<file path="src/hdl/qmvs_pkg.sv">
// Shared types, constants and the capacity table for QR mode and version selection.
package qmvs_pkg;

  localparam int unsigned LEN_W = 10;
  localparam int unsigned VER_W = 4;
  localparam int unsigned TABLE_VERSIONS = 10;

  typedef enum logic [1:0] {
    MODE_NUMERIC = 2'd0,
    MODE_ALNUM   = 2'd1,
    MODE_BYTE    = 2'd2
  } mode_e;

  localparam logic EC_LEVEL_L = 1'b0;
  localparam logic EC_LEVEL_M = 1'b1;

  localparam logic [LEN_W-1:0] LEN_MAX = {LEN_W{1'b1}};

  typedef logic [LEN_W-1:0] cap_t;
  typedef cap_t cap_row_t [TABLE_VERSIONS];

  // Final beat of a payload, handed from the accumulator to the version selector.
  typedef struct packed {
    mode_e            mode;
    logic [LEN_W-1:0] length;
  } fin_t;

  localparam cap_row_t CAP_L_NUM = '{10'd41, 10'd77, 10'd127, 10'd187, 10'd255,
                                     10'd322, 10'd370, 10'd461, 10'd552, 10'd652};
  localparam cap_row_t CAP_L_ALN = '{10'd25, 10'd47, 10'd77, 10'd114, 10'd154,
                                     10'd195, 10'd224, 10'd279, 10'd335, 10'd395};
  localparam cap_row_t CAP_L_BYT = '{10'd17, 10'd32, 10'd53, 10'd78, 10'd106,
                                     10'd134, 10'd154, 10'd192, 10'd230, 10'd271};
  localparam cap_row_t CAP_M_NUM = '{10'd34, 10'd63, 10'd101, 10'd149, 10'd202,
                                     10'd255, 10'd293, 10'd365, 10'd432, 10'd513};
  localparam cap_row_t CAP_M_ALN = '{10'd20, 10'd38, 10'd61, 10'd90, 10'd122,
                                     10'd154, 10'd178, 10'd221, 10'd262, 10'd311};
  localparam cap_row_t CAP_M_BYT = '{10'd14, 10'd26, 10'd42, 10'd62, 10'd84,
                                     10'd106, 10'd122, 10'd152, 10'd180, 10'd213};

  function automatic logic is_digit(logic [7:0] c);
    return c inside {["0":"9"]};
  endfunction

  function automatic logic is_alnum(logic [7:0] c);
    return c inside {["0":"9"], ["A":"Z"], " ", "$", "%", "*", "+", "-", ".", "/", ":"};
  endfunction

  // Capacity row for one level and mode; an unused mode code gives an all-zero row.
  function automatic cap_row_t cap_row(logic lvl, mode_e m);
    cap_row_t row;
    row = '{default: '0};
    case ({lvl, m})
      {EC_LEVEL_L, MODE_NUMERIC}: row = CAP_L_NUM;
      {EC_LEVEL_L, MODE_ALNUM}:   row = CAP_L_ALN;
      {EC_LEVEL_L, MODE_BYTE}:    row = CAP_L_BYT;
      {EC_LEVEL_M, MODE_NUMERIC}: row = CAP_M_NUM;
      {EC_LEVEL_M, MODE_ALNUM}:   row = CAP_M_ALN;
      {EC_LEVEL_M, MODE_BYTE}:    row = CAP_M_BYT;
      default:                    row = '{default: '0};
    endcase
    return row;
  endfunction

endpackage

</file>
<file path="src/hdl/qr_mode_and_version_select_core.sv">
// Top level of the QR mode and version selector: accumulator and version select stages.
// Throughput: one character beat per cycle while in_stall_o is low, with no gaps between payloads.
// After the last character is accepted, the result beat passes first through the final-beat
// register and then through the result register.
// Stalls back up through those two registers; input stall rises only when both are full.
// Reset (rst_ni low, asynchronous) empties both stages, sets both payload flags, clears the
// count, and sets the error correction level to L.
module qr_mode_and_version_select_core #(
  parameter int unsigned MAX_VERSION = 10
) (
  input  logic                          clk_i,
  input  logic                          rst_ni,
  input  logic                          cfg_we_i,
  input  logic                          cfg_data_i,
  input  logic                          in_valid_i,
  output logic                          in_stall_o,
  input  logic [7:0]                    char_code_i,
  input  logic                          last_char_i,
  output logic                          out_valid_o,
  input  logic                          out_stall_i,
  output logic [1:0]                    data_mode_o,
  output logic [qmvs_pkg::VER_W-1:0]    symbol_version_o,
  output logic                          too_long_o,
  output logic [qmvs_pkg::LEN_W-1:0]    payload_length_o
);
  import qmvs_pkg::*;

  // Final beat of each payload: mode decided from the running flags and the
  // saturated count including the last character.
  logic fin_valid;
  logic fin_stall;
  fin_t fin;

  // The accumulator classifies every character as it arrives. Only the beat
  // that carries the last flag produces a final beat; all others just update
  // the running flags and count.
  qmvs_accum u_accum (
    .clk_i       (clk_i),
    .rst_ni      (rst_ni),
    .in_valid_i  (in_valid_i),
    .in_stall_o  (in_stall_o),
    .char_code_i (char_code_i),
    .last_char_i (last_char_i),
    .fin_valid_o (fin_valid),
    .fin_stall_i (fin_stall),
    .fin_o       (fin)
  );

  // The version selector holds the level register, compares the count against
  // the capacity row for the level and mode in parallel, and registers the
  // smallest fitting version together with the mode and count.
  qmvs_vsel #(
    .MAX_VERSION (MAX_VERSION)
  ) u_vsel (
    .clk_i            (clk_i),
    .rst_ni           (rst_ni),
    .cfg_we_i         (cfg_we_i),
    .cfg_data_i       (cfg_data_i),
    .fin_valid_i      (fin_valid),
    .fin_stall_o      (fin_stall),
    .fin_i            (fin),
    .out_valid_o      (out_valid_o),
    .out_stall_i      (out_stall_i),
    .data_mode_o      (data_mode_o),
    .symbol_version_o (symbol_version_o),
    .too_long_o       (too_long_o),
    .payload_length_o (payload_length_o)
  );

endmodule

</file>
<file path="src/hdl/qmvs_accum.sv">
// Per-character classification flags, saturating count and the final-beat register.
module qmvs_accum (
  input  logic              clk_i,
  input  logic              rst_ni,
  input  logic              in_valid_i,
  output logic              in_stall_o,
  input  logic [7:0]        char_code_i,
  input  logic              last_char_i,
  output logic              fin_valid_o,
  input  logic              fin_stall_i,
  output qmvs_pkg::fin_t    fin_o
);
  import qmvs_pkg::*;

  logic             all_digits_q, all_digits_d;
  logic             all_alnum_q, all_alnum_d;
  logic [LEN_W-1:0] count_q, count_d;
  logic             fin_valid_q, fin_valid_d;
  fin_t             fin_q, fin_d;
  logic             in_acc;
  logic             dig_n, aln_n;
  logic [LEN_W-1:0] cnt_n;

  // A stall only backs up when the final-beat register is full and blocked.
  assign in_stall_o = fin_valid_q & fin_stall_i;
  assign in_acc     = in_valid_i & ~in_stall_o;

  always_comb begin
    dig_n = all_digits_q & is_digit(char_code_i);
    aln_n = all_alnum_q & is_alnum(char_code_i);
    cnt_n = (count_q == LEN_MAX) ? count_q : count_q + 1'b1;

    all_digits_d = all_digits_q;
    all_alnum_d  = all_alnum_q;
    count_d      = count_q;
    fin_valid_d  = fin_valid_q & fin_stall_i;
    fin_d        = fin_q;

    if (in_acc) begin
      if (last_char_i) begin
        all_digits_d = 1'b1;
        all_alnum_d  = 1'b1;
        count_d      = '0;
        fin_valid_d  = 1'b1;
        fin_d.length = cnt_n;
        if (dig_n) begin
          fin_d.mode = MODE_NUMERIC;
        end else if (aln_n) begin
          fin_d.mode = MODE_ALNUM;
        end else begin
          fin_d.mode = MODE_BYTE;
        end
      end else begin
        all_digits_d = dig_n;
        all_alnum_d  = aln_n;
        count_d      = cnt_n;
      end
    end
  end

  always_ff @(posedge clk_i or negedge rst_ni) begin
    if (!rst_ni) begin
      all_digits_q <= 1'b1;
      all_alnum_q  <= 1'b1;
      count_q      <= '0;
      fin_valid_q  <= 1'b0;
    end else begin
      all_digits_q <= all_digits_d;
      all_alnum_q  <= all_alnum_d;
      count_q      <= count_d;
      fin_valid_q  <= fin_valid_d;
    end
  end

  always_ff @(posedge clk_i) begin
    fin_q <= fin_d;
  end

  assign fin_valid_o = fin_valid_q;
  assign fin_o       = fin_q;

`ifndef ASSERT_OFF
  a_clear_after_last: assert property (@(posedge clk_i) disable iff (!rst_ni)
    (in_acc && last_char_i) |=> (count_q == '0 && all_digits_q && all_alnum_q && fin_valid_q))
    else $error("payload state not cleared after the last character");

  a_count_step: assert property (@(posedge clk_i) disable iff (!rst_ni)
    (in_acc && !last_char_i && count_q != LEN_MAX) |=> (count_q == $past(count_q) + 1'b1))
    else $error("character count did not advance");

  a_digit_implies_alnum: assert property (@(posedge clk_i) disable iff (!rst_ni)
    all_digits_q |-> all_alnum_q)
    else $error("digit flag set without alphanumeric flag");
`endif

endmodule

</file>
<file path="src/hdl/qmvs_vsel.sv">
// Level register, capacity compares, version priority pick and the result register.
module qmvs_vsel #(
  parameter int unsigned MAX_VERSION = 10
) (
  input  logic                          clk_i,
  input  logic                          rst_ni,
  input  logic                          cfg_we_i,
  input  logic                          cfg_data_i,
  input  logic                          fin_valid_i,
  output logic                          fin_stall_o,
  input  qmvs_pkg::fin_t                fin_i,
  output logic                          out_valid_o,
  input  logic                          out_stall_i,
  output logic [1:0]                    data_mode_o,
  output logic [qmvs_pkg::VER_W-1:0]    symbol_version_o,
  output logic                          too_long_o,
  output logic [qmvs_pkg::LEN_W-1:0]    payload_length_o
);
  import qmvs_pkg::*;

  localparam int unsigned NUM_VER = (MAX_VERSION > TABLE_VERSIONS) ? TABLE_VERSIONS
                                                                   : MAX_VERSION;

  logic             ec_level_q;
  logic             out_valid_q, out_valid_d;
  logic [1:0]       mode_q, mode_d;
  logic [VER_W-1:0] ver_q, ver_d;
  logic             too_long_q, too_long_d;
  logic [LEN_W-1:0] len_q, len_d;
  logic             fin_acc;
  cap_row_t         row;
  logic [VER_W-1:0] ver_pick;

  assign fin_stall_o = out_valid_q & out_stall_i;
  assign fin_acc     = fin_valid_i & ~fin_stall_o;

  // Independent compares; scanning downward leaves the smallest fitting version.
  always_comb begin
    row      = cap_row(ec_level_q, fin_i.mode);
    ver_pick = '0;
    for (int i = NUM_VER - 1; i >= 0; i--) begin
      if (row[i] >= fin_i.length) begin
        ver_pick = VER_W'(i + 1);
      end
    end
  end

  always_comb begin
    out_valid_d = out_valid_q & out_stall_i;
    mode_d      = mode_q;
    ver_d       = ver_q;
    too_long_d  = too_long_q;
    len_d       = len_q;
    if (fin_acc) begin
      out_valid_d = 1'b1;
      mode_d      = fin_i.mode;
      ver_d       = ver_pick;
      too_long_d  = (ver_pick == '0);
      len_d       = fin_i.length;
    end
  end

  always_ff @(posedge clk_i or negedge rst_ni) begin
    if (!rst_ni) begin
      ec_level_q  <= EC_LEVEL_L;
      out_valid_q <= 1'b0;
    end else begin
      if (cfg_we_i) begin
        ec_level_q <= cfg_data_i;
      end
      out_valid_q <= out_valid_d;
    end
  end

  always_ff @(posedge clk_i) begin
    mode_q     <= mode_d;
    ver_q      <= ver_d;
    too_long_q <= too_long_d;
    len_q      <= len_d;
  end

  assign out_valid_o      = out_valid_q;
  assign data_mode_o      = mode_q;
  assign symbol_version_o = ver_q;
  assign too_long_o       = too_long_q;
  assign payload_length_o = len_q;

`ifndef ASSERT_OFF
  a_too_long_matches: assert property (@(posedge clk_i) disable iff (!rst_ni)
    out_valid_q |-> (too_long_q == (ver_q == '0)))
    else $error("too-long flag disagrees with version");

  a_version_bound: assert property (@(posedge clk_i) disable iff (!rst_ni)
    out_valid_q |-> (ver_q <= VER_W'(NUM_VER)))
    else $error("version above the configured maximum");

  a_saturated_too_long: assert property (@(posedge clk_i) disable iff (!rst_ni)
    (out_valid_q && len_q == LEN_MAX) |-> too_long_q)
    else $error("saturated count reported as fitting");

  a_fin_to_out: assert property (@(posedge clk_i) disable iff (!rst_ni)
    fin_acc |=> out_valid_q)
    else $error("accepted final beat did not reach the result register");
`endif

endmodule
</file>
<file path="config.mk">
export PLATFORM = sky130hd
export DESIGN_NAME = qr_mode_and_version_select_core
export DESIGN_NICKNAME = d
export VERILOG_FILES = /design/src/hdl/qmvs_pkg.sv /design/src/hdl/qr_mode_and_version_select_core.sv /design/src/hdl/qmvs_accum.sv /design/src/hdl/qmvs_vsel.sv
export SDC_FILE = /design/constraint.sdc
export NUM_CORES = 1
export LEC_CHECK = 0
export ABC_CLOCK_PERIOD_IN_PS = 3200
export BUFFER_PORTS_ARGS = -buffer_cell sky130_fd_sc_hd__buf_2
export CAP_MARGIN = 10
export CORE_UTILIZATION = 45
export CTS_CLUSTER_SIZE = 10
export DETAILED_ROUTE_END_ITERATION = 8
export SLEW_MARGIN = 20
export SYNTH_ARGS = -nofsm -noshare
export SYNTH_HDL_FRONTEND = slang
export SYNTH_SLANG_ARGS = --single-unit
</file>
<file path="constraint.sdc">
create_clock -name clk_i -period 3.2 [get_ports clk_i]
set_input_delay 0 -clock clk_i [delete_from_list [all_inputs] [get_ports clk_i]]
set_output_delay 0 -clock clk_i [all_outputs]
set_load 0.05 [all_outputs]
</file>
After elaboration in Yosys (flattened, before gate mapping)
Index checks and enable logic that the tools add are counted.
- $add $sub $neg: 1
- $mul: 0
- divide/modulo/power cells: 0
- $lt $le $gt $ge: 14
- equal/unequal tests: 15
- shift-type cells: 0
- muxes and demuxes: 19
- bitwise logic cells: 8
- reductions and logical operators: 6
- operators by type and width (kind ; count):
    one-hot mux 96 bit (6 select lines) ; 1
    >= comparator 10 bit ; 9
    equality test 8 x 6 -> 1 bit (second input constant) ; 9
    2-to-1 mux 4 bit ; 10
    2-to-1 mux 10 bit ; 2
    nonzero test 11 bit ; 1
    adder 10 x 1 -> 10 bit (second input constant) ; 1
    equality test 10 bit (second input constant) ; 1
    >= comparator 6 x 10 -> 1 bit ; 1
    equality test 3 bit (second input constant) ; 3
    >= comparator 8 x 6 -> 1 bit (second input constant) ; 1
    >= comparator 8 x 7 -> 1 bit (second input constant) ; 1
    <= comparator 8 x 6 -> 1 bit (second input constant) ; 1
    <= comparator 8 x 7 -> 1 bit (second input constant) ; 1
    bitwise AND 1 bit ; 6
    2-to-1 mux 1 bit ; 5
    zero test 4 bit ; 1
    equality test 3 x 1 -> 1 bit (second input constant) ; 1
    equality test 3 x 2 -> 1 bit (second input constant) ; 1
    zero test 3 bit ; 1
    logical AND 1 bit ; 2
    2-to-1 mux 2 bit ; 1
    inverter 1 bit ; 2
    AND reduction 2 bit ; 1
- register bits: 44
- bits in latches: 0
- RAM bits: 0
- bits in read-only memories: 0
- output and inout port bits: 19
- memories kept: 0

Longest topological paths before layout
Gate-level depths: netlist (run 1).
- word-level depth: 14
- depth in mapped cells: 13
- gate-level depth less buffers: 13

By module
From an unflattened synthesis (run 1), not the netlist that was laid out.
- cells, all modules: 427
- area, all modules: 4037.6 µm²
- by module, submodules not included (module ; instances ; cells each ; area an instance (µm²) ; sequential area each (µm²)):
    qmvs_vsel ; 1 ; 302 ; 2707.6 ; 560.5
    qmvs_accum ; 1 ; 125 ; 1330.0 ; 688.2

Least setup slack after synthesis (run 1)
No wires, ideal clock.
- path type: register to register
- start: register u_accum.fin_q, in the netlist u_accum.fin_o[11]
- end: register u_vsel.ver_q[1], in the netlist u_vsel.symbol_version_o[1] (data pin)
- library setup time: 0.269 ns
- arrival time: 2.497 ns
- data required time: 2.931 ns
- slack: 0.435 ns
- cell stages (with the launch flop): 14
- buffers on the path: 1
- clock period less this slack: 2.765 ns
- cells stage by stage: edfxtp_1 clkbuf_1 inv_1 nand2_1 inv_1 nor2_1 ha_1 a21o_1 a211oi_1 nor2b_1 a221o_1 inv_1 a21oi_1 o22ai_1
- cells in the longest elaborated chain, start to end: 13
- elaborated cells between the ends (all ways): 27
- classes of those cells: order compare (10); eq/ne (5); mux (11); reduce/logical (1)
- ends and longest elaborated chain (what ; RTL line ; source):
    start: declaration ; qmvs_accum.sv:19 ; fin_t fin_q, fin_d;
    start signal: assignment ; qmvs_accum.sv:76 ; fin_q <= fin_d;
    equality test 3 bit (tied with other cells) ; qmvs_pkg.sv:53 ; case ({lvl, m})
    one-hot mux 96 bit (6 select lines) (*) ; qmvs_pkg.sv:53 ;
    >= comparator 10 bit ; qmvs_vsel.sv:42 ; if (row[i] >= fin_i.length) begin
    2-to-1 mux 4 bit (9 in series) ; qmvs_vsel.sv:42 ;
    2-to-1 mux 4 bit (*) ; qmvs_vsel.sv:42 ;
    named net u_vsel.ver_pick[1] ; qmvs_vsel.sv:32 ; logic [VER_W-1:0] ver_pick;
    end signal: assignment ; qmvs_vsel.sv:77 ; ver_q <= ver_d;
    end: declaration ; qmvs_vsel.sv:27 ; logic [VER_W-1:0] ver_q, ver_d;
Mark *: on every way through the listed nets, which the timed path passes. The rest lies on a longest branch.
A chain may end at the register's enable or synchronous reset.

Worst setup path after layout (run 1)
- start: register u_accum.fin_q, in the netlist u_accum.fin_o[10]
- end: register u_vsel.ver_q[1], in the netlist u_vsel.symbol_version_o[1] (data pin)
Same word-level chain as after synthesis.

==> metrics.md, run 1 <==
| Metric | Value |
|---|---|
| Min cycle time layout | `2950 ps` |
| Period utilization | `0.920` |
| Clock Latency Late Sink | `300 ps` |
| CP max FO | `6` |
| Yosys warns | `0` |
| DRC viols | `0` |
| Final Total Pwr | `around 1.6 mW` |
| Critical Path End Type | `flop` |
| Max IR drop VDD | `around 0.22 mV` |
| Fin. Hold Viols | `0` |
| Total Routing Usage GR | `0.221` |
| Final HPWL DP | `7.11 mm` |
| CORE AREA | `between 8000 and 9000 um2` |
| H-tree levels | `2` |
| Width of the die | `~95 um` |
| Ys flop type | `edfxtp_1` |
| Post-synth EDFFs | `29` |
| I/O pins | `34` |
| Initial DRT Pass Iterations | `6` |
| Status | `finished, final reports clean` |
| Final setup violation count | `0` |
| Relative slew slack | `0.309` |
| Sw Ratio | `0.333` |
| Clk pwr share | `0.270` |
| WHS | `between 20 and 25 ps` |
| Die Y | `95.1 um` |
| Final wirelength | `9.05 mm` |
| F_max | `340 MHz` |
| Vias | `about 3200` |
| Setup TNS Final | `0 ps` |
| WP data required | `around 3300 ps` |
| Initial antenna violation count | `0` |
| Leak | `approximately 2.2 nW` |
| Via density | `5.59` |
| Max Cap Violations | `0` |
| Seq/Total Area, Yosys | `0.320` |
| Avg Cell Area, Syn | `9.51 um2` |
| Syn nets | `just over 500` |
| IO buf count | `33` |
| Placed Cells | `556` |
| Hold WC Path Type | `in2reg` |
| ANT nets after route | `0` |
| Initial core utilization | `0.470` |
| Clock skew | `around 12 ps` |
| RSZ-0062 raised after global routing | `false` |
| Share of layout cells above drive strength 1 | `0.168` |
| Antenna Cells | `0` |
| Clock buffer depth | `2` |
| Mapped Cells | `410` |
| CTS tree | `done` |
| CP arrival | `2990 ps` |
| Final core utilization | `0.537` |
| Largest net degree at the start of global routing | `18` |
| Worst Setup Path Type | `reg2reg` |
| Synthesis-to-finish area growth | `14.3%` |
| Final Max Tran Viols | `0` |
| Clk slew on worst S/H paths | `90 ps` |
| Synth async-reset ratio | `0.341` |
| Filler Cell Count | `approximately 730` |
| Pwr dens | `366 nW/um2` |
| GP Congestion | `0.902` |
| Synth cell types | `57` |
| Die area | `9040 um2` |
| Seq. cell area | `1250 um2` |
| Fin cells | `570` |
| Vias in the first global route | `3098` |
| Number of synthesized register bits | `44` |
| Share of power burned in registers | `0.420` |
| Root buf cell | `clkbuf_8` |
| Multi-input gate area | `2530 um2` |
| Nets | `560` |
| First-pass GRT wire length | `roughly 15 mm` |
| Placement Rows | `33` |
| Area of the mapped netlist | `between 3000 and 4000 um2` |
| Slew @ Worst Pin | `1030 ps` |
| Sw Pwr | `0.543 mW` |
| Gr ovfl total | `0` |
| Num Clock Sinks | `44` |
| Initial DRC count | `149` |
| Crit start category | `flop` |
| Cell Int Power | `roughly 1.1 mW` |
| Routed wire length per instance | `between 15 and 20 um` |
| CTS Buf Count | `5` |
| Combinational fraction of design power | `0.310` |
final timing paths:
path / startpoint / end / slack (ps) / cells past startpoint
max: u_accum.fin_o[10] / u_vsel.symbol_version_o[1] / 250 / 14
min: in_valid_i / u_accum.all_digits_q / 20 / 3
max reg2reg: u_accum.fin_o[10] / u_vsel.symbol_version_o[1] / 250 / 14
min reg2reg: u_accum.fin_o[4] / u_vsel.payload_length_o[4] / 460 / 0
max in group asynchronous: rst_ni / u_accum.all_digits_q / 2760 / 2
min in group asynchronous: rst_ni / u_accum.count_q[4] / 130 / 2
per-stage QoR:
| step | setup WS, ps | instance area (um2) |
|---|---|---|
| finish | 255 | 4460 |
| global route | 12.2 | 4460 |
| CTS | 191 | 4450 |
| detailed placement | 210 | 4280 |
| global placement | 281 | 4280 |
| floorplan | 435 | 3900 |
worst max-delay path, stage by stage (launching register included):
cell      delay, ps
edfxtp_1        490
inv_1           110
nand2_1         110
inv_1           190
nor2_1           60
buf_4           150
nor2_1          150
ha_1            270
a21o_1          180
a211oi_1        290
nor2b_1         170
a221o_1         220
inv_1            50
a21oi_1         140
o22ai_1         110
timing repair:
item,in CTS,in global routing
resized for setup,0,2
hold buffers,5,0
endpoints found under the hold margin,18,0
setup endpoints to repair,0,4
buffers inserted,0,1
flip-flops by register name (all words and copies together) (netlist names):
signal                   flops
u_accum.all_alnum_q          1
u_accum.all_digits_q         1
u_accum.count_q             10
u_accum.fin_o               12
u_accum.fin_valid_o          1
u_vsel.data_mode_o           2
u_vsel.ec_level_q            1
u_vsel.out_valid_o           1
u_vsel.payload_length_o     10
u_vsel.symbol_version_o      4
u_vsel.too_long_o            1
cells by family after synthesis:
logic type | count (synthesis) | share of synthesized area
AND/OR/NAND/NOR | 128 | 0.165
multiplexers | 2 | 0.00577
adder cells (fa/ha/maj) | 81 | 0.260
AO/OA/AOI/OAI | 114 | 0.201
flip-flops | 44 | 0.320
XOR/XNOR | 7 | 0.0157
buffers and inverters | 34 | 0.0327
power groups by stage:
stage	clock network (mW)	logic (mW)	registers [mW]
2_1_floorplan	0	0.307	0.747
3_3_place_gp	0	0.489	0.696
3_5_place_dp	0	0.498	0.696
4_1_cts	0.451	0.507	0.685
5_1_grt	0.474	0.575	0.692
6_report	0.439	0.506	0.685
routing by layer:
layer  share of wire  track usage  vias up
met5               0            0        -
met4          0.0091       0.0467        0
met3           0.040       0.0359       10
met2            0.47        0.371       64
met1            0.48        0.299     1467
li1                -            -     1645
synthesized netlist by cell type (4+ instances only):
cell	count	area share
a21oi_1	24	0.031
nor2_1	39	0.038
and3_1	5	0.0080
a31oi_1	4	0.0064
ha_1	81	0.26
nor3b_1	4	0.0077
nand3_1	11	0.014
a211oi_1	9	0.017
clkbuf_1	5	0.0048
nand2b_1	8	0.013
o21ai_0	23	0.030
xor2_1	5	0.011
nand2_1	31	0.030
and2_1	4	0.0064
edfxtp_1	29	0.22
inv_1	28	0.027
dfrtp_1	13	0.083
o211ai_1	6	0.012
o21a_1	4	0.0077
a22o_1	4	0.0090
o21ai_1	8	0.010
nor2b_1	6	0.0096
a21o_1	7	0.013
cells in the final DEF (no fill, tap or decap), drive strengths merged, types with 3 or more instances in the layout:
cell,n
clkbuf,6
xor2,5
o21a,4
o21ai,31
o211ai,6
edfxtp,29
buf,47
and3,7
nor2b,6
nand2,31
a31oi,4
nor3b,4
nand2b,8
nor2,40
nand3b,3
a22o,4
nor4,3
a21oi,27
ha,81
dfrtp,13
a211oi,10
inv,28
a21o,8
dlygate4sd3,5
and2,4
nand3,12
cell type report:
| type | instances | area share |
|---|---|---|
| flip-flops and latches | 44 | 0.280 |
| repair buffers | 53 | 0.0730 |
| clock inverters | 3 | 0.0107 |
| well taps | 105 | 0.0295 |
| multi-input cells | 332 | 0.567 |
| clock buffers | 5 | 0.0154 |
| inverters | 28 | 0.0236 |
Note: power is estimated with default switching activity, not from simulation.
==> run 2, diff against run 1 <==
Settings changed: ABC_AREA set to 1.
==> run 2 against run 1 <==
Die area is 6.7% higher. Highest routed layer unchanged. Wire length is 19% higher. Total power increased by 0.84%. Core utilization fell by 0.62 points. Hold slack improved by 18 ps. Sequential power about the same. Synthesized area grew 6.9%. Largest power group unchanged.
==> metrics.md, run 2 <==
| Metric | Value |
|---|---|
| Status | `finished, final reports clean` |
| First-pass GRT wire length | `18.3 mm` |
| GP Congestion | `0.910` |
| Clock Latency Late Sink | `approximately 300 ps` |
| Slew @ Worst Pin | `around 990 ps` |
| CP max FO | `9` |
| Yosys warns | `0` |
| Vias | `3761` |
| Via density | `5.29` |
| WP data required | `3260 ps` |
| Worst Setup Path Type | `reg2reg` |
| Final setup violation count | `0` |
| Fin. Hold Viols | `0` |
| Most frequent cells in the layout | `nand2_1 (127), ha_1 (81), inv_1 (78), nor2_1 (76), buf_2 (33)` |
| Initial core utilization | `0.471` |
| Area of the mapped netlist | `about 4200 um2` |
| Synth async-reset ratio | `0.341` |
| I/O pins | `34` |
| Vias in the first global route | `3819` |
| Post-Place Setup Slack | `approximately 160 ps` |
| Routed wire length per instance | `15.2 um` |
| Critical Path End Type | `flop` |
| DRC viols | `0` |
| Crit start category | `flop` |
| CTS tree | `done` |
| F_max | `351 MHz` |
| Max Cap Violations | `0` |
| Multi-input gate area | `~2600 um2` |
| Clock skew | `9.76 ps` |
| Placed Cells | `about 700` |
| Number of synthesized register bits | `44` |
| Ys flop type | `edfxtp_1` |
| ANT nets after route | `0` |
| Final HPWL DP | `8.54 mm` |
| Share of layout cells above drive strength 1 | `0.129` |
| Final Max Tran Viols | `0` |
| Synthesis-to-finish area growth | `12.7%` |
| CTS Buf Count | `5` |
| Pwr dens | `about 350 nW/um2` |
| Synth cell types | `35` |
| Commonest non-fill, non-tap cell in the layout | `nand2_1` |
| H-tree levels | `2` |
| Root buf cell | `clkbuf_8` |
| Die area | `between 9000 and 10000 um2` |
| Initial antenna violation count | `0` |
| Final core utilization | `0.531` |
| Largest net degree at the start of global routing | `18` |
| Clk slew on worst S/H paths | `90 ps` |
| Max IR drop VDD | `0.244 mV` |
| Num Clock Sinks | `44` |
| Die Y | `98.2 um` |
| Min cycle time layout | `2850 ps` |
| Antenna Cells | `0` |
| Placement Rows | `34` |
| Avg Cell Area, Syn | `7.56 um2` |
| Top-count cell post-synth | `nand2_1` |
| Width of the die | `between 90 and 100 um` |
| Relative slew slack | `0.342` |
| CP arrival | `2910 ps` |
| Initial DRC count | `~190` |
| IO buf count | `33` |
| Initial DRT Pass Iterations | `6` |
| Syn nets | `647` |
| Final WS setup | `353 ps` |
| Final wirelength | `10.8 mm` |
| Synth area leader | `ha_1` |
| Post-synth EDFFs | `29` |
| Top cells by count, synth | `nand2_1 (127), ha_1 (81), inv_1 (78), nor2_1 (78), a21oi_1 (31)` |
| Clock buffer depth | `2` |
| Gr ovfl total | `0` |
| Setup TNS Final | `0 ps` |
| Hold WC Path Type | `in2reg` |
| Seq/Total Area, Yosys | `0.300` |
| Nets | `698` |
| Largest register FFs | `12` |
| Final Total Pwr | `1.64 mW` |
| Fin cells | `711` |
| WHS | `42.7 ps` |
| Placed inst area | `about 4500 um2` |
| Mapped Cells | `551` |
| Synth top area share | `0.243` |
| Post-layout instance area | `4700 um2` |
| Filler Cell Count | `864` |
| Period utilization | `0.890` |
| Area contributors post-synth | `ha_1 (24%), edfxtp_1 (21%), nand2_1 (11%)` |
| Total Routing Usage GR | `0.242` |
| CORE AREA | `8850 um2` |
| Seq. cell area | `1250 um2` |
| Leak | `2.45 nW` |
[run 2: cell count changes in the layout (fill, tap and decap cells not counted), moves of 9 or more]
| cell | delta |
|---|---|
| inv_1 | +50 |
| nand2_1 | +96 |
| nor2_1 | +38 |
| nand3_1 | +11 |
| nand4_1 | +10 |
| a211oi_1 | -9 |
[run 2: worst paths after layout]
path | from | to | slack, ps | depth (start not counted)
min in group asynchronous | rst_ni | u_accum.count_q[4] | 140 | 2
min reg2reg | u_accum.fin_o[1] | u_vsel.payload_length_o[1] | 470 | 0
max | u_vsel.ec_level_q | u_vsel.too_long_o | 350 | 21
max in group asynchronous | rst_ni | u_accum.all_digits_q | 2740 | 2
max reg2reg | u_vsel.ec_level_q | u_vsel.too_long_o | 350 | 21
min | char_code_i[5] | u_accum.all_digits_q | 40 | 3
[run 2: timing repair]
action,CTS,global route
setup endpoints to repair,0,4
gates resized for setup,0,4
hold buffers,5,0
setup buffers,0,0
hold endpoints to repair,18,0
[run 2: logic make-up after synthesis]
family                   synth area share
adder cells (fa/ha/maj)             0.243
AO/OA/AOI/OAI                      0.0907
flip-flops                          0.300
AND/OR/NAND/NOR                     0.275
buffers and inverters              0.0811
XOR/XNOR                           0.0105
[run 2: power breakdown]
part | switching (mW) | total (mW) | internal (mW)
sequential | 0.0275 | 0.687 | 0.659
clock | 0.200 | 0.404 | 0.204
combinational | 0.370 | 0.553 | 0.183
[run 2: metal layers]
layer  global-route usage  part of all wire  vias to the layer above
met1                0.295              0.44                     1738
li1                     -                 -                     1930
met5                    0                 0                        -
met2                0.443              0.50                       76
met3               0.0301             0.039                       17
met4               0.0746             0.019                        0
[run 2: layout make-up]
type                    instances  area share
clock buffers                   6      0.0200
inverters                      87      0.0703
well taps                     108      0.0288
clock inverters                 2     0.00346
multi-input cells             417       0.551
repair buffers                 47      0.0602
flip-flops and latches         44       0.266
[run 2: critical path: stages, from the launching register on]
cell and delay [ps]:
dfrtp_2 440, clkinvlp_4 200, nor2_2 190, inv_1 120, nand2_1 140, nand2_1 70
inv_1 170, ha_1 280, nand2_1 70, a21oi_1 60, nor2_1 100, nand2_1 60
nor2_1 160, nand2_1 90, nand2_1 80, nand2_1 50, nand2_1 50, nand2_1 50
nand2_1 60, nand2_1 60, nand2_1 60, nor2_1 30
==> run 3, diff against run 2 <==
Settings changed: CORE_UTILIZATION 45 to 40.
==> run 3 against run 2 <==
Critical path depth is 3 lower. Flip-flop and latch count is the same. Final area is 1.2% higher. Register-to-register slack got worse by 130 ps. Critical endpoint unchanged.
==> metrics.md, run 3 (synthesis results as in run 2) <==
| Metric | Value |
|---|---|
| Status | `finished, final reports clean` |
| Post-Place Setup Slack | `-6.09 ps` |
| Final Max Tran Viols | `0` |
| Clock buffer depth | `2` |
| Synthesis-to-finish area growth | `14.1%` |
| WHS | `around 44 ps` |
| Hold Crit Depth | `3` |
| Clk slew on worst S/H paths | `roughly 90 ps` |
| Clock skew | `7.94 ps` |
| Max Cap Violations | `0` |
| Relative slew slack | `0.308` |
| Max incr delay on CP | `460 ps` |
| Die Y | `104 um` |
| Final setup violation count | `0` |
| Placement Rows | `36` |
| Gr ovfl total | `0` |
| Total Routing Usage GR | `0.206` |
| Final Total Pwr | `1.68 mW` |
| Setup TNS Final | `0 ps` |
| Antenna Cells | `0` |
| Worst Setup Path Type | `reg2reg` |
| Initial DRT Pass Iterations | `4` |
| Combinational fraction of design power | `0.330` |
| Largest register FFs | `12` |
| Post-layout instance area | `4760 um2` |
| DRC viols | `0` |
| Clk pwr share | `0.262` |
| CTS tree | `done` |
| Leak | `2.47 nW` |
| Critical Path End Type | `flop` |
| Nets | `~700` |
| I/O pins | `34` |
| Fin. Hold Viols | `0` |
| Filler Cell Count | `1000` |
| First-pass GRT wire length | `around 18 mm` |
| R2R depth | `18` |
| Share of power burned in registers | `0.408` |
| Vias in the first global route | `3772` |
| GRT met3 Usage | `0.0269` |
| Via density | `5.14` |
| Commonest non-fill, non-tap cell in the layout | `nand2_1` |
| Slew @ Worst Pin | `approximately 1000 ps` |
| Min cycle time layout | `2980 ps` |
| GP Congestion | `0.909` |
| Grt met2 use | `0.358` |
| CP bufs+invs | `2` |
| Initial antenna violation count | `0` |
| Crit start category | `flop` |
| Vias | `3795` |
| GR Layer Usage met1 | `0.256` |
| Root buf cell | `clkbuf_8` |
| Final HPWL DP | `8.36 mm` |
| Die area | `between 10000 and 15000 um2` |
| CP arrival | `just over 3000 ps` |
| Routed wire length per instance | `between 10 and 15 um` |
| CTS Buf Count | `5` |
| CORE AREA | `9950 um2` |
| F_max | `around 340 MHz` |
| Final WS setup | `220 ps` |
| Width of the die | `104 um` |
| CP Depth | `18` |
| Pwr dens | `~350 nW/um2` |
| Num Clock Sinks | `44` |
| Most frequent cells in the layout | `nand2_1 (127), ha_1 (81), inv_1 (78), nor2_1 (76), buf_2 (33)` |
| Cell Int Power | `1.08 mW` |
| Cell Chain, Critical Path | `clkinvlp_4, buf_4, nor2_1, nor2_1, o21ai_0, ha_1, nand2_1, nand2_1, nand2_1, nand2_1, nand2_1, nand4_1, nor2_1, nand3b_1, nor2_1, nor2_1, nand2_1, nor2_1` |
| CP max FO | `6` |
| Clock Latency Late Sink | `300 ps` |
| RSZ-0062 raised after global routing | `false` |
| Final wirelength | `10.7 mm` |
| Placed inst area | `around 4600 um2` |
| Period utilization | `0.931` |
| CP max stage cell | `dfrtp_2` |
| IO buf count | `33` |
| WP data required | `3260 ps` |
| Max IR drop VDD | `0.243 mV` |
| Largest net degree at the start of global routing | `18` |
| Sw Ratio | `0.358` |
| Initial DRC count | `roughly 160` |
| ANT nets after route | `0` |
| Family with the most delay on the worst path | `simple AND/OR/NAND/NOR gates` |
| Initial core utilization | `0.419` |
| Share of layout cells above drive strength 1 | `0.134` |
| Most Crowded Layer GR | `met2` |
| Hold WC Path Type | `in2reg` |
| H-tree levels | `2` |
| Sw Pwr | `roughly 0.60 mW` |
[run 3: cell types whose count changed in the layout (fill, tap and decap cells not counted), sizes merged]
cell and change:
clkbuf -1, bufinv +1, buf +3, clkinvlp -1, inv +1
[run 3: what timing repair did]
action | CTS | global route
gates resized for setup | 1 | 3
endpoints found under the setup margin | 1 | 5
setup buffers | 0 | 3
hold buffers | 5 | 0
endpoints found under the hold margin | 18 | 0
[run 3: power groups by stage]
stage	clock network, mW	registers (mW)	logic (mW)
5_1_grt	0.468	0.691	0.635
3_3_place_gp	0	0.696	0.529
6_report	0.441	0.687	0.556
3_5_place_dp	0	0.697	0.541
4_1_cts	0.450	0.686	0.550
2_1_floorplan	0	0.753	0.332
[run 3: per-stage QoR]
stage                     instances   util
after global routing            739  0.478
after floorplan                 551      -
after global placement          723  0.458
after CTS                       736  0.475
final                           739  0.478
after detailed placement        723  0.458
[run 3: area by class of cell]
cell class	count	area (um2)	share of cell area
multi-input combinational	417	2590	0.545
sequential	44	1250	0.263
inverter	87	330	0.0695
timing repair buffer	50	305	0.0642
tap	133	166	0.0350
clock buffer	5	68.8	0.0145
clock inverter	3	45.0	0.00947
[run 3: path summary, 6_finish.rpt]
path                       slack, ps                         end         startpoint
setup / recovery                 220           u_vsel.too_long_o  u_vsel.ec_level_q
hold / removal                    40        u_accum.all_digits_q     char_code_i[4]
setup reg to reg                 220           u_vsel.too_long_o  u_vsel.ec_level_q
hold reg to reg                  470  u_vsel.payload_length_o[1]   u_accum.fin_o[1]
max in group asynchronous       2780         u_accum.all_alnum_q             rst_ni
min in group asynchronous        130          u_accum.count_q[1]             rst_ni
[run 3: tightest hold or removal path, stage by stage]
cell and delay, ps:
buf_2 120, nand4_1 120, o21ai_0 100
[run 3: metal layers]
layer | wire (um) | vias up
li1 | - | 1944
met1 | 4910 | 1716
met2 | 5040 | 106
met3 | 437 | 29
met4 | 346 | 0
met5 | 0 | -
